--- src/rtl/dsp_pkg.sv ---
// Shared types and codes for the duplicate-rejecting stack pair.
package dsp_pkg;

	// Request kinds carried on the input channel
	localparam logic [1:0] REQ_PUSH = 2'd0;
	localparam logic [1:0] REQ_POP  = 2'd1;
	localparam logic [1:0] REQ_LIST = 2'd2;
	localparam logic [1:0] REQ_ODD  = 2'd3;

	// Result status codes
	localparam logic [2:0] ST_OK     = 3'd0;
	localparam logic [2:0] ST_FULL   = 3'd1;
	localparam logic [2:0] ST_DUP    = 3'd2;
	localparam logic [2:0] ST_EMPTY  = 3'd3;
	localparam logic [2:0] ST_BADSEL = 3'd4;

	// Scan index operations
	typedef enum logic [2:0] {
		IDX_HOLD,
		IDX_ZERO,
		IDX_TOP,
		IDX_BELOW_TOP,
		IDX_INC,
		IDX_DEC
	} idx_op_t;

	// Source of an emitted result
	typedef enum logic [1:0] {
		EM_CODE,
		EM_POP,
		EM_LIST,
		EM_ODD
	} emit_src_t;

	// Commands from controller to datapath
	typedef struct packed {
		logic      capture;
		idx_op_t   idx_op;
		logic      rd_en;
		logic      do_push;
		logic      do_pop;
		logic      load_top;
		logic      clr_odd;
		logic      mark_odd;
		logic      emit;
		emit_src_t emit_src;
		logic [2:0] code;
	} cmd_t;

	// Status from datapath to controller
	typedef struct packed {
		logic [1:0] req;
		logic       sel;
		logic       n_zero;
		logic       n_full;
		logic       n_one;
		logic       idx_zero;
		logic       idx_last;
		logic       match;
		logic       odd;
		logic       any_odd;
		logic       at_last_odd;
		logic       out_free;
	} sts_t;

endpackage

--- src/rtl/dsp_ctrl.sv ---
// Request sequencer for the duplicate-rejecting stack pair.
module dsp_ctrl
	import dsp_pkg::*;
(
	input  logic clk,
	input  logic arst_n,
	input  logic in_valid,
	output logic in_ready,
	input  sts_t sts,
	output cmd_t cmd
);

	typedef enum logic [3:0] {
		S_IDLE,
		S_DISPATCH,
		S_PUSH_RD,
		S_PUSH_CMP,
		S_PUSH_WR,
		S_POP_RD,
		S_POP_TOP,
		S_POP_EMIT,
		S_LIST_RD,
		S_LIST_EMIT,
		S_ODD1_RD,
		S_ODD1_CMP,
		S_ODD1_END,
		S_ODD2_RD,
		S_ODD2_CMP,
		S_EMIT
	} state_t;

	state_t     state_q, state_d;
	logic [2:0] code_q, code_d;

	// Hold state and the pending status code
	always_ff @(posedge clk or negedge arst_n) begin
		if (!arst_n) begin
			state_q <= S_IDLE;
			code_q  <= ST_OK;
		end else begin
			state_q <= state_d;
			code_q  <= code_d;
		end
	end

	assign in_ready = (state_q == S_IDLE);

	// Next state and commands
	always_comb begin
		state_d      = state_q;
		code_d       = code_q;
		cmd          = '0;
		cmd.idx_op   = IDX_HOLD;
		cmd.emit_src = EM_CODE;
		cmd.code     = code_q;
		case (state_q)
			S_IDLE: begin
				cmd.capture = in_valid;
				if (in_valid) state_d = S_DISPATCH;
			end
			S_DISPATCH: begin
				case (sts.req)
					REQ_PUSH: begin
						if (sts.n_full) begin
							code_d  = ST_FULL;
							state_d = S_EMIT;
						end else if (sts.n_zero) begin
							state_d = S_PUSH_WR;
						end else begin
							cmd.idx_op = IDX_ZERO;
							state_d    = S_PUSH_RD;
						end
					end
					REQ_POP: begin
						if (sts.sel) begin
							code_d  = ST_BADSEL;
							state_d = S_EMIT;
						end else if (sts.n_zero) begin
							code_d  = ST_EMPTY;
							state_d = S_EMIT;
						end else begin
							cmd.do_pop = 1'b1;
							cmd.idx_op = IDX_BELOW_TOP;
							state_d    = sts.n_one ? S_POP_EMIT : S_POP_RD;
						end
					end
					REQ_LIST: begin
						if (sts.n_zero) begin
							code_d  = ST_EMPTY;
							state_d = S_EMIT;
						end else begin
							cmd.idx_op = IDX_TOP;
							state_d    = S_LIST_RD;
						end
					end
					default: begin
						if (sts.n_zero) begin
							code_d  = ST_EMPTY;
							state_d = S_EMIT;
						end else begin
							cmd.idx_op  = IDX_ZERO;
							cmd.clr_odd = 1'b1;
							state_d     = S_ODD1_RD;
						end
					end
				endcase
			end
			// Duplicate scan over stored entries, bottom up
			S_PUSH_RD: begin
				cmd.rd_en = 1'b1;
				state_d   = S_PUSH_CMP;
			end
			S_PUSH_CMP: begin
				if (sts.match) begin
					code_d  = ST_DUP;
					state_d = S_EMIT;
				end else if (sts.idx_last) begin
					state_d = S_PUSH_WR;
				end else begin
					cmd.idx_op = IDX_INC;
					state_d    = S_PUSH_RD;
				end
			end
			S_PUSH_WR: begin
				cmd.do_push = 1'b1;
				code_d      = ST_OK;
				state_d     = S_EMIT;
			end
			// Refresh the top register after a pop
			S_POP_RD: begin
				cmd.rd_en = 1'b1;
				state_d   = S_POP_TOP;
			end
			S_POP_TOP: begin
				cmd.load_top = 1'b1;
				state_d      = S_POP_EMIT;
			end
			S_POP_EMIT: begin
				if (sts.out_free) begin
					cmd.emit     = 1'b1;
					cmd.emit_src = EM_POP;
					state_d      = S_IDLE;
				end
			end
			// Walk entries top to bottom
			S_LIST_RD: begin
				cmd.rd_en = 1'b1;
				state_d   = S_LIST_EMIT;
			end
			S_LIST_EMIT: begin
				if (sts.out_free) begin
					cmd.emit     = 1'b1;
					cmd.emit_src = EM_LIST;
					if (sts.idx_zero) begin
						state_d = S_IDLE;
					end else begin
						cmd.idx_op = IDX_DEC;
						state_d    = S_LIST_RD;
					end
				end
			end
			// First pass: locate the highest odd entry
			S_ODD1_RD: begin
				cmd.rd_en = 1'b1;
				state_d   = S_ODD1_CMP;
			end
			S_ODD1_CMP: begin
				cmd.mark_odd = 1'b1;
				if (sts.idx_last) begin
					state_d = S_ODD1_END;
				end else begin
					cmd.idx_op = IDX_INC;
					state_d    = S_ODD1_RD;
				end
			end
			S_ODD1_END: begin
				if (!sts.any_odd) begin
					code_d  = ST_EMPTY;
					state_d = S_EMIT;
				end else begin
					cmd.idx_op = IDX_ZERO;
					state_d    = S_ODD2_RD;
				end
			end
			// Second pass: emit odd entries, bottom up
			S_ODD2_RD: begin
				cmd.rd_en = 1'b1;
				state_d   = S_ODD2_CMP;
			end
			S_ODD2_CMP: begin
				if (!sts.odd) begin
					cmd.idx_op = IDX_INC;
					state_d    = S_ODD2_RD;
				end else if (sts.out_free) begin
					cmd.emit     = 1'b1;
					cmd.emit_src = EM_ODD;
					if (sts.at_last_odd) begin
						state_d = S_IDLE;
					end else begin
						cmd.idx_op = IDX_INC;
						state_d    = S_ODD2_RD;
					end
				end
			end
			S_EMIT: begin
				if (sts.out_free) begin
					cmd.emit = 1'b1;
					state_d  = S_IDLE;
				end
			end
			default: begin
				state_d = S_IDLE;
			end
		endcase
	end

endmodule

--- src/rtl/dsp_datapath.sv ---
// Stack storage, counts, scan index and result register.
module dsp_datapath
	import dsp_pkg::*;
#(
	parameter int DEPTH = 8
) (
	input  logic        clk,
	input  logic        arst_n,
	input  cmd_t        cmd,
	output sts_t        sts,
	input  logic [1:0]  in_req,
	input  logic        in_sel,
	input  logic [31:0] in_value,
	output logic        out_valid,
	input  logic        out_ready,
	output logic [2:0]  out_status,
	output logic [31:0] out_data,
	output logic [3:0]  out_depth,
	output logic [31:0] out_peek,
	output logic        out_last
);

	localparam int IW = (DEPTH > 1) ? $clog2(DEPTH) : 1;
	localparam int CW = $clog2(DEPTH + 1);

	logic [31:0]   mem_q [2][DEPTH];
	logic [CW-1:0] cnt_q [2];
	logic [1:0]    req_q;
	logic          sel_q;
	logic [31:0]   val_q;
	logic [IW-1:0] idx_q;
	logic [IW-1:0] last_odd_q;
	logic          any_odd_q;
	logic [31:0]   rdata_q;
	logic [31:0]   top_q;
	logic [31:0]   pop_data_q;
	logic          out_valid_q;
	logic [2:0]    o_status_q;
	logic [31:0]   o_data_q;
	logic [3:0]    o_depth_q;
	logic [31:0]   o_peek_q;
	logic          o_last_q;
	logic [CW-1:0] n;
	logic [31:0]   peek;
	logic          out_free;

	assign n        = cnt_q[sel_q];
	assign peek     = (cnt_q[0] != '0) ? top_q : 32'd0;
	assign out_free = !out_valid_q || out_ready;

	// Status back to the controller
	always_comb begin
		sts.req         = req_q;
		sts.sel         = sel_q;
		sts.n_zero      = (n == '0);
		sts.n_full      = (n >= CW'(DEPTH));
		sts.n_one       = (n == CW'(1));
		sts.idx_zero    = (idx_q == '0);
		sts.idx_last    = (CW'(idx_q) == n - CW'(1));
		sts.match       = (rdata_q == val_q);
		sts.odd         = rdata_q[0];
		sts.any_odd     = any_odd_q;
		sts.at_last_odd = (idx_q == last_odd_q);
		sts.out_free    = out_free;
	end

	// Capture request, step the scan index, track odd entries
	always_ff @(posedge clk) begin
		if (cmd.capture) begin
			req_q <= in_req;
			sel_q <= in_sel;
			val_q <= in_value;
		end
		case (cmd.idx_op)
			IDX_ZERO:      idx_q <= '0;
			IDX_TOP:       idx_q <= IW'(n - CW'(1));
			IDX_BELOW_TOP: idx_q <= IW'(n - CW'(2));
			IDX_INC:       idx_q <= idx_q + IW'(1);
			IDX_DEC:       idx_q <= idx_q - IW'(1);
			default:       idx_q <= idx_q;
		endcase
		if (cmd.mark_odd && rdata_q[0]) begin
			last_odd_q <= idx_q;
		end
	end

	// Flag whether any odd entry was seen
	always_ff @(posedge clk or negedge arst_n) begin
		if (!arst_n) begin
			any_odd_q <= 1'b0;
		end else if (cmd.clr_odd) begin
			any_odd_q <= 1'b0;
		end else if (cmd.mark_odd && rdata_q[0]) begin
			any_odd_q <= 1'b1;
		end
	end

	// Stack memory: one write, one registered read
	always_ff @(posedge clk) begin
		if (cmd.do_push) begin
			mem_q[sel_q][IW'(n)] <= val_q;
		end
		if (cmd.rd_en) begin
			rdata_q <= mem_q[sel_q][idx_q];
		end
	end

	// Top of stack one and the popped value
	always_ff @(posedge clk) begin
		if (cmd.do_push && !sel_q) begin
			top_q <= val_q;
		end else if (cmd.load_top) begin
			top_q <= rdata_q;
		end
		if (cmd.do_pop) begin
			pop_data_q <= top_q;
		end
	end

	// Entry counts
	always_ff @(posedge clk or negedge arst_n) begin
		if (!arst_n) begin
			cnt_q[0] <= '0;
			cnt_q[1] <= '0;
		end else if (cmd.do_push) begin
			cnt_q[sel_q] <= n + CW'(1);
		end else if (cmd.do_pop) begin
			cnt_q[0] <= cnt_q[0] - CW'(1);
		end
	end

	// Result register valid
	always_ff @(posedge clk or negedge arst_n) begin
		if (!arst_n) begin
			out_valid_q <= 1'b0;
		end else if (cmd.emit) begin
			out_valid_q <= 1'b1;
		end else if (out_ready) begin
			out_valid_q <= 1'b0;
		end
	end

	// Load a result transfer
	always_ff @(posedge clk) begin
		if (cmd.emit) begin
			o_depth_q <= 4'(cnt_q[0]);
			o_peek_q  <= peek;
			case (cmd.emit_src)
				EM_POP: begin
					o_status_q <= ST_OK;
					o_data_q   <= pop_data_q;
					o_last_q   <= 1'b1;
				end
				EM_LIST: begin
					o_status_q <= ST_OK;
					o_data_q   <= rdata_q;
					o_last_q   <= (idx_q == '0);
				end
				EM_ODD: begin
					o_status_q <= ST_OK;
					o_data_q   <= rdata_q;
					o_last_q   <= (idx_q == last_odd_q);
				end
				default: begin
					o_status_q <= cmd.code;
					o_data_q   <= 32'd0;
					o_last_q   <= 1'b1;
				end
			endcase
		end
	end

	assign out_valid  = out_valid_q;
	assign out_status = o_status_q;
	assign out_data   = o_data_q;
	assign out_depth  = o_depth_q;
	assign out_peek   = o_peek_q;
	assign out_last   = o_last_q;

endmodule

--- src/rtl/dedup_stack_pair_core.sv ---
// Top level of the duplicate-rejecting stack pair.
//
// Requests arrive on the s_ channel: tuser carries the kind (push, pop, list
// top to bottom, list odd entries) and the stack select, tdata the value.
// Results leave on the m_ channel, one transfer each; tlast marks the final
// result of a request. Every result also shows stack one's count and top.
// One request is worked at a time: the next is taken once the last result
// of the current one has been loaded into the output register.
// A push scans the selected stack for a duplicate, bottom up, with a memory
// read then a compare for each entry; a push into a full stack is refused
// without a scan. A pop refreshes the top register with a memory read when
// an entry is left below the popped one. A list walks the entries top to
// bottom; an odd request first locates the highest odd entry, then emits.
// Reset clears both counts and the output valid flag; stack contents are not
// cleared and are only read below the count. When the receiver stalls, the
// output register holds its transfer and the sequencer waits before the
// next result, so no result is lost or repeated.
module dedup_stack_pair_core
	import dsp_pkg::*;
#(
	parameter int DEPTH = 8
) (
	input  logic        clk,
	input  logic        arst_n,
	input  logic        s_tvalid,
	output logic        s_tready,
	input  logic [31:0] s_tdata,  // [31:0] value
	input  logic [2:0]  s_tuser,  // [1:0] req_type, [2] stack_sel
	output logic        m_tvalid,
	input  logic        m_tready,
	output logic [71:0] m_tdata,  // [2:0] status, [34:3] data_out, [38:35] depth_one,
	                              // [70:39] peek_value, [71] zero
	output logic        m_tlast
);

	cmd_t        cmd;
	sts_t        sts;
	logic [2:0]  status;
	logic [31:0] data_out;
	logic [3:0]  depth_one;
	logic [31:0] peek_value;

	dsp_ctrl u_ctrl (
		.clk      (clk),
		.arst_n   (arst_n),
		.in_valid (s_tvalid),
		.in_ready (s_tready),
		.sts      (sts),
		.cmd      (cmd)
	);

	dsp_datapath #(
		.DEPTH (DEPTH)
	) u_datapath (
		.clk        (clk),
		.arst_n     (arst_n),
		.cmd        (cmd),
		.sts        (sts),
		.in_req     (s_tuser[1:0]),
		.in_sel     (s_tuser[2]),
		.in_value   (s_tdata),
		.out_valid  (m_tvalid),
		.out_ready  (m_tready),
		.out_status (status),
		.out_data   (data_out),
		.out_depth  (depth_one),
		.out_peek   (peek_value),
		.out_last   (m_tlast)
	);

	// Pack result fields, lowest first
	assign m_tdata = {1'b0, peek_value, depth_one, data_out, status};

endmodule

--- config.mk ---
export PLATFORM = sky130hd
export DESIGN_NAME = dedup_stack_pair_core
export DESIGN_NICKNAME = d
export VERILOG_FILES = /design/src/rtl/dsp_pkg.sv /design/src/rtl/dsp_ctrl.sv /design/src/rtl/dsp_datapath.sv /design/src/rtl/dedup_stack_pair_core.sv
export SDC_FILE = /design/constraint.sdc
export NUM_CORES = 1
export LEC_CHECK = 0
export ABC_AREA = 1
export BUFFER_PORTS_ARGS = -buffer_cell sky130_fd_sc_hd__buf_2
export CAP_MARGIN = 20
export CORE_AREA = 3 3 255 257
export CTS_CLUSTER_DIAMETER = 100
export DETAILED_ROUTE_END_ITERATION = 12
export DIE_AREA = 0 0 258 260
export PLACE_DENSITY = 0.66
export SYNTH_ARGS = -nofsm -noshare
export SYNTH_HDL_FRONTEND = slang
export SYNTH_HIERARCHICAL = 1
export SYNTH_SLANG_ARGS = --single-unit
--- constraint.sdc ---
create_clock -name clk -period 5.5 [get_ports clk]
set_input_delay 1.375 -clock clk [delete_from_list [all_inputs] [get_ports clk]]
set_output_delay 1.375 -clock clk [all_outputs]
set_load 0.005 [all_outputs]
Word-level counts from Yosys, hierarchy flattened
Memories as Yosys holds them, arrays and structs flattened. A register that Yosys moved wholly into a read port is not among the register bits.
Cells that the tools add are included.
{"block": "word_totals", "reg_bits": 226, "ramBits": 512, "memories": 1, "elab_cells": 181}
{"name": "u_datapath.mem_q", "depth": 2, "word_bits": 256, "read_ports": 1, "rd_ports_with_merged_regs": 1, "write_ports": 1, "line": "dsp_datapath.sv:26", "source": "logic [31:0] mem_q [2][DEPTH];"}
{"block": "classes", "magnitude_cmp": 6, "mux": 85, "add_sub_neg": 6, "bitwise_logic": 3, "n_reduce_logical": 25, "n_eq_ne": 36}
{"cell": "$mux W256", "n": 1}
{"cell": "$mux W32", "n": 5}
{"cell": "$bmux W32 S3", "n": 1}
{"cell": "$demux W32 S3", "n": 1}
{"cell": "$mux W3", "n": 23}
{"cell": "$mux W4", "n": 17}
{"cell": "$pmux W32 S2", "n": 1}
{"cell": "$pmux W4 S15", "n": 1}
{"cell": "$eq A32 B32 Y1", "n": 1}
{"cell": "$eq A4 B4 Y1 const B", "n": 8}
{"cell": "$mux W1", "n": 20}
{"cell": "$pmux W3 S6", "n": 1}
{"cell": "$eq A4 B3 Y1 const B", "n": 4}
{"cell": "$pmux W3 S5", "n": 1}
{"cell": "$ge A4 B4 Y1 const B", "n": 3}
{"cell": "$pmux W3 S4", "n": 1}
{"cell": "$pmux W4 S3", "n": 1}
{"cell": "$pmux W3 S3", "n": 1}
{"cell": "$bwmux W8", "n": 1}
{"cell": "$eq A4 B1 Y1 const B", "n": 2}
{"cell": "$eq A4 B2 Y1 const B", "n": 2}
{"cell": "$logic_not A4 Y1", "n": 2}
{"cell": "$mux W2", "n": 4}
{"cell": "$not A3 Y4", "n": 2}
{"cell": "36 further kinds", "n": 57}

Longest topological paths before layout
{"block": "depth", "word_depth": 11, "depth_mapped": 27}

Hierarchy
The synthesis kept the hierarchy.
{"module": "dsp_datapath", "cells_per_inst": 2350, "instances": 1, "seq_area_each_um2": 21921.0, "area_each_um2": 29154.2}
{"module": "dsp_ctrl", "cells_per_inst": 168, "instances": 1, "seq_area_each_um2": 175.2, "area_each_um2": 888.4}
{"module": "dedup_stack_pair_core", "cells_per_inst": 2, "instances": 1, "seq_area_each_um2": 0.0, "area_each_um2": 11.3}

Worst setup path after synthesis
No wires, ideal clock.
{"block": "synth_timing", "path_type": "input to register", "startpoint": "input m_tready", "endpoint": "register u_datapath.o_data_q[0], in the netlist u_datapath/out_data[0], enable pin", "setup_ps": 547, "path_stages": 5, "n_path_buf": 1, "path_slack_ps": -364, "arrival_time_ps": 5317, "cell_sequence": "inv_1 nand2_1 buf_4 inv_1 a31oi_1"}
{"item": "start, declared", "line": "dedup_stack_pair_core.sv:30", "source": "input logic m_tready,"}
{"item": "end signal, assigned", "line": "dsp_datapath.sv:151", "source": "o_data_q <= pop_data_q;"}
{"item": "end signal, assigned", "line": "dsp_datapath.sv:156", "source": "o_data_q <= rdata_q;"}
{"item": "end signal, assigned", "line": "dsp_datapath.sv:161", "source": "o_data_q <= rdata_q;"}
{"item": "end, declared", "line": "dsp_datapath.sv:39", "source": "logic [31:0] o_data_q;"}

==> run metrics <==
clock skew 0.0148 ns; die height 260 um; CP Capture Type flop; R2R Setup Slk 1.67 ns; run status complete, no violations; post-route ant nets 0; Setup-failing EPs final 0; I/O pin total 114; Tot GR Track Use 22.7%; syn avg cell area 11.9 um2; Slowest-stage cell, CP o21ai_0; Least-Margin Pin Slew ~1.1 ns; Crit path top cell by count nand2_1; Worst Path Buf+Inv 4; RSZ-0062 raised after global routing false; Top Family by Delay on Critical Path compound AO/OA/AOI/OAI gates; cell count after synthesis about 2,500; r2r startpoint u_datapath/sel_q$_DFFE_PP_; Final Max Tran Viols 0; # diodes 0; hold path start u_datapath/top_q[17]$_DFFE_PP_; initial core utilization 47.7%; hold crit path type reg -> reg; H-Tree Depth 3; VDD IR max 0.000251 V; Final Net Count 2,672; final core occ 53.8%; post-synthesis sequential area ratio 73.5%; maxcap violations 0; PortBufs about 110; startpoint types flop; Routed wire per std cell 21.9 um; DRT iter0 DRCs 2,141; WHS Endpoint u_datapath/pop_data_q[17]$_DFFE_PP_; Final Hold Fails 0; CP max stage delay 0.66 ns; Slew Limit Headroom a little under a quarter; drt pass-1 iters 6; CTS tree built; GRT overflow 0; Worst Reg-to-Reg Cells 20; Syn-to-layout area delta 12.7%; Tmin final approximately 3.8 ns; setup bufs post-CTS 0; CTS Buf Count between 70 and 80; crit-path cells o21ai_0, ha_1, xnor2_1, a21oi_1, nand2_1, nor2_1, inv_1, nand2_1, o2111ai_1, nand3_1, inv_1, fa_1, inv_1, nand2_1, nand2_1, nand2_1, nand3_1, nand3_1, nand2_1, inv_1; HPWL after DPL 43,500 um; f_max between 0.2 and 0.3 GHz; Ys Warns 6; Core ar. 0.0630 mm2; syn_nets 2,570; CTS Hold Buffers Added 0; chip width ~260 um; share of cells above drive strength 1 11.0%; Clk Latency, worst-skew pair 0.60 ns; GP Congestion 0.865; drt total wl 77,000 um; Via Count 19,300; Fill cells 5,191; # clock sinks 739; largest net degree at the start of global routing 161; full die area 0.0671 mm2; critical path class reg -> reg; Hold Path Depth 0; routed vias/inst 5.49; number of global-route vias before repair 18,200; R2R Path End u_datapath/idx_q[2]$_SDFFCE_PN0P_; Netlist cell types 37; first-pass GRT wire length 114,000 um; leakage power figure 12.5 nW; setup_tns 0 ns; DRC 0; CP Data Arrival Time 4.20 ns; clock root buffer clkbuf_16; Max Root-Sink Buffers 3; initial antenna violation count 6; row count 92; Crit Path Max Fanout 10; #FFs+latches synth 739; Power Dens Cells 500 mW/mm2; cts repair resizes 0; Final period util 69.7%; Worst EP required about 5.9 ns; Mapped Area 0.0301 mm2; CTS clk-pin slew, worst paths roughly 0.060 ns
## worst reg2reg max path, delay by kind of cell, from the launching register on
| family | cells | cell delay (ns) |
|---|---|---|
| xor gates and xnor gates | 1 | 0.13 |
| buffers and inverters | 4 | 0.27 |
| adders and majority gates | 2 | 0.76 |
| DFF | 1 | 0.53 |
| AOI/OAI and AO/OA | 3 | 1.04 |
| and+or+nand+nor | 10 | 0.88 |
## layout by cell type, fill, tap and decap left out, types with 4 or more instances in the layout
master,n
nor2_2,7
ha_1,10
edfxtp_1,721
bufinv_16,5
o21ai_1,14
o21ai_0,193
clkbuf_16,77
buf_4,34
buf_2,112
dfrtp_1,17
nand2_1,603
a21oi_1,146
nand2_2,5
clkinv_2,8
nand3_1,129
inv_1,168
clkbuf_1,22
inv_6,4
xor2_1,8
nor2_1,259
clkinv_1,14
o211ai_1,66
nor2_4,19
## per-layer routing
layer / track usage [%] / up-vias / routed length [um]
met1: 32.8 / 9425 / 32700
met2: 35.4 / 865 / 35300
met5: 0 / - / 7
met4: 6.81 / 2 / 1700
met3: 4.20 / 114 / 7320
li1: - / 8926 / -
## cells in the mapped netlist
cell / count / area (um2)
a21boi_0: 1 / 7.51
a21oi_1: 147 / 736
a31oi_1: 2 / 12.5
buf_1: 6 / 22.5
buf_2: 56 / 280
buf_4: 12 / 90.1
buf_6: 6 / 67.6
clkbuf_1: 44 / 165
clkinv_1: 2 / 7.51
clkinv_2: 1 / 5.00
conb_1: 1 / 3.75
dfrtp_1: 17 / 425
dfxtp_1: 1 / 20.0
edfxtp_1: 721 / 21700
fa_1: 1 / 20.0
ha_1: 10 / 125
inv_1: 168 / 631
inv_2: 3 / 11.3
inv_4: 1 / 6.26
nand2_1: 603 / 2260
nand2_2: 6 / 37.5
nand3_1: 129 / 646
nand3_2: 1 / 10.0
nand4_1: 1 / 6.26
nor2_1: 275 / 1030
nor2_2: 6 / 37.5
nor2_4: 4 / 45.0
nor3_1: 5 / 25.0
o2111ai_1: 1 / 8.76
o211ai_1: 66 / 495
o21a_1: 2 / 15.0
o21ai_0: 194 / 971
o21ai_1: 14 / 70.1
o22ai_1: 2 / 12.5
or2_2: 2 / 12.5
xnor2_1: 1 / 8.76
xor2_1: 8 / 70.1
## state kept, by name, summed over array words and instances, names as in the netlist, 2 cells and up, named ones only
name / cells
u_datapath/out_depth: 4
u_datapath/val_q: 32
u_datapath/mem_q: 512
u_datapath/req_q: 2
u_datapath/out_peek: 32
u_datapath/rdata_q: 32
u_datapath/pop_data_q: 32
u_datapath/out_data: 32
u_datapath/cnt_q: 8
u_datapath/idx_q: 3
u_ctrl/code_q: 3
u_datapath/top_q: 32
u_datapath/last_odd_q: 3
u_ctrl/state_q: 4
u_datapath/out_status: 3
## where the power goes
group	leakage [nW]	switching, mW	internal [mW]
logic	4.61	3.21	1.32
clock network	1.12	2.04	2.83
registers	6.76	0.465	7.07
## worst max-delay path by stage
stage / from / end / slack, ns / cells past startpoint
6_report: u_datapath/sel_q$_DFFE_PP_ / u_datapath/idx_q[2]$_SDFFCE_PN0P_ / 1.67 / 20
4_1_cts: u_datapath/val_q[2]$_DFFE_PP_ / u_datapath/idx_q[2]$_SDFFCE_PN0P_ / 1.67 / 22
3_5_place_dp: u_datapath/val_q[2]$_DFFE_PP_ / u_datapath/idx_q[2]$_SDFFCE_PN0P_ / 1.68 / 22
2_1_floorplan: m_tready / u_datapath/out_data[0]$_SDFFCE_PN0P_ / 1.17 / 5
3_3_place_gp: u_datapath/sel_q$_DFFE_PP_ / u_datapath/idx_q[2]$_SDFFCE_PN0P_ / 1.75 / 20
5_1_grt: u_datapath/sel_q$_DFFE_PP_ / u_datapath/idx_q[2]$_SDFFCE_PN0P_ / 1.24 / 20
## layout make-up
| class | instances | area (um2) | share of cell area (%) |
|---|---|---|---|
| multi-input combinational | 1482 | 6840 | 20.2 |
| inverter | 175 | 663 | 1.96 |
| sequential | 739 | 22100 | 65.2 |
| tap | 846 | 1060 | 3.12 |
| clock inverter | 30 | 279 | 0.823 |
| clock buffer | 101 | 2040 | 6.01 |
| timing repair buffer | 150 | 911 | 2.69 |
## stage by stage
| step | hold slack [ns] | power, mW | instance area [um2] | std cells | worst slack (ns) |
|---|---|---|---|---|---|
| 6_report | 0.447 | 16.9 | 33900 | 3523 | 1.67 |
| 5_1_grt | 0.464 | 17.8 | 33900 | 3523 | 1.24 |
| 4_1_cts | 0.450 | 17.0 | 33800 | 3521 | 1.67 |
| 3_5_place_dp | 0.435 | 12.1 | 31500 | 3390 | 1.68 |
| 3_3_place_gp | 0.435 | 12.0 | 31500 | 3390 | 1.75 |
| 2_1_floorplan | 0.421 | 10.5 | 30100 | 2520 | 1.17 |
## cells by family after synthesis
group | Yosys count | synth area share, %
xor+xnor | 9 | 0.262
compound gates | 429 | 7.75
flops | 739 | 73.5
simple gates | 1032 | 13.7
fa+ha+maj | 11 | 0.483
other cells | 1 | 0.0125
buf+inv | 299 | 4.28
(Power assumes the default switching activity.)
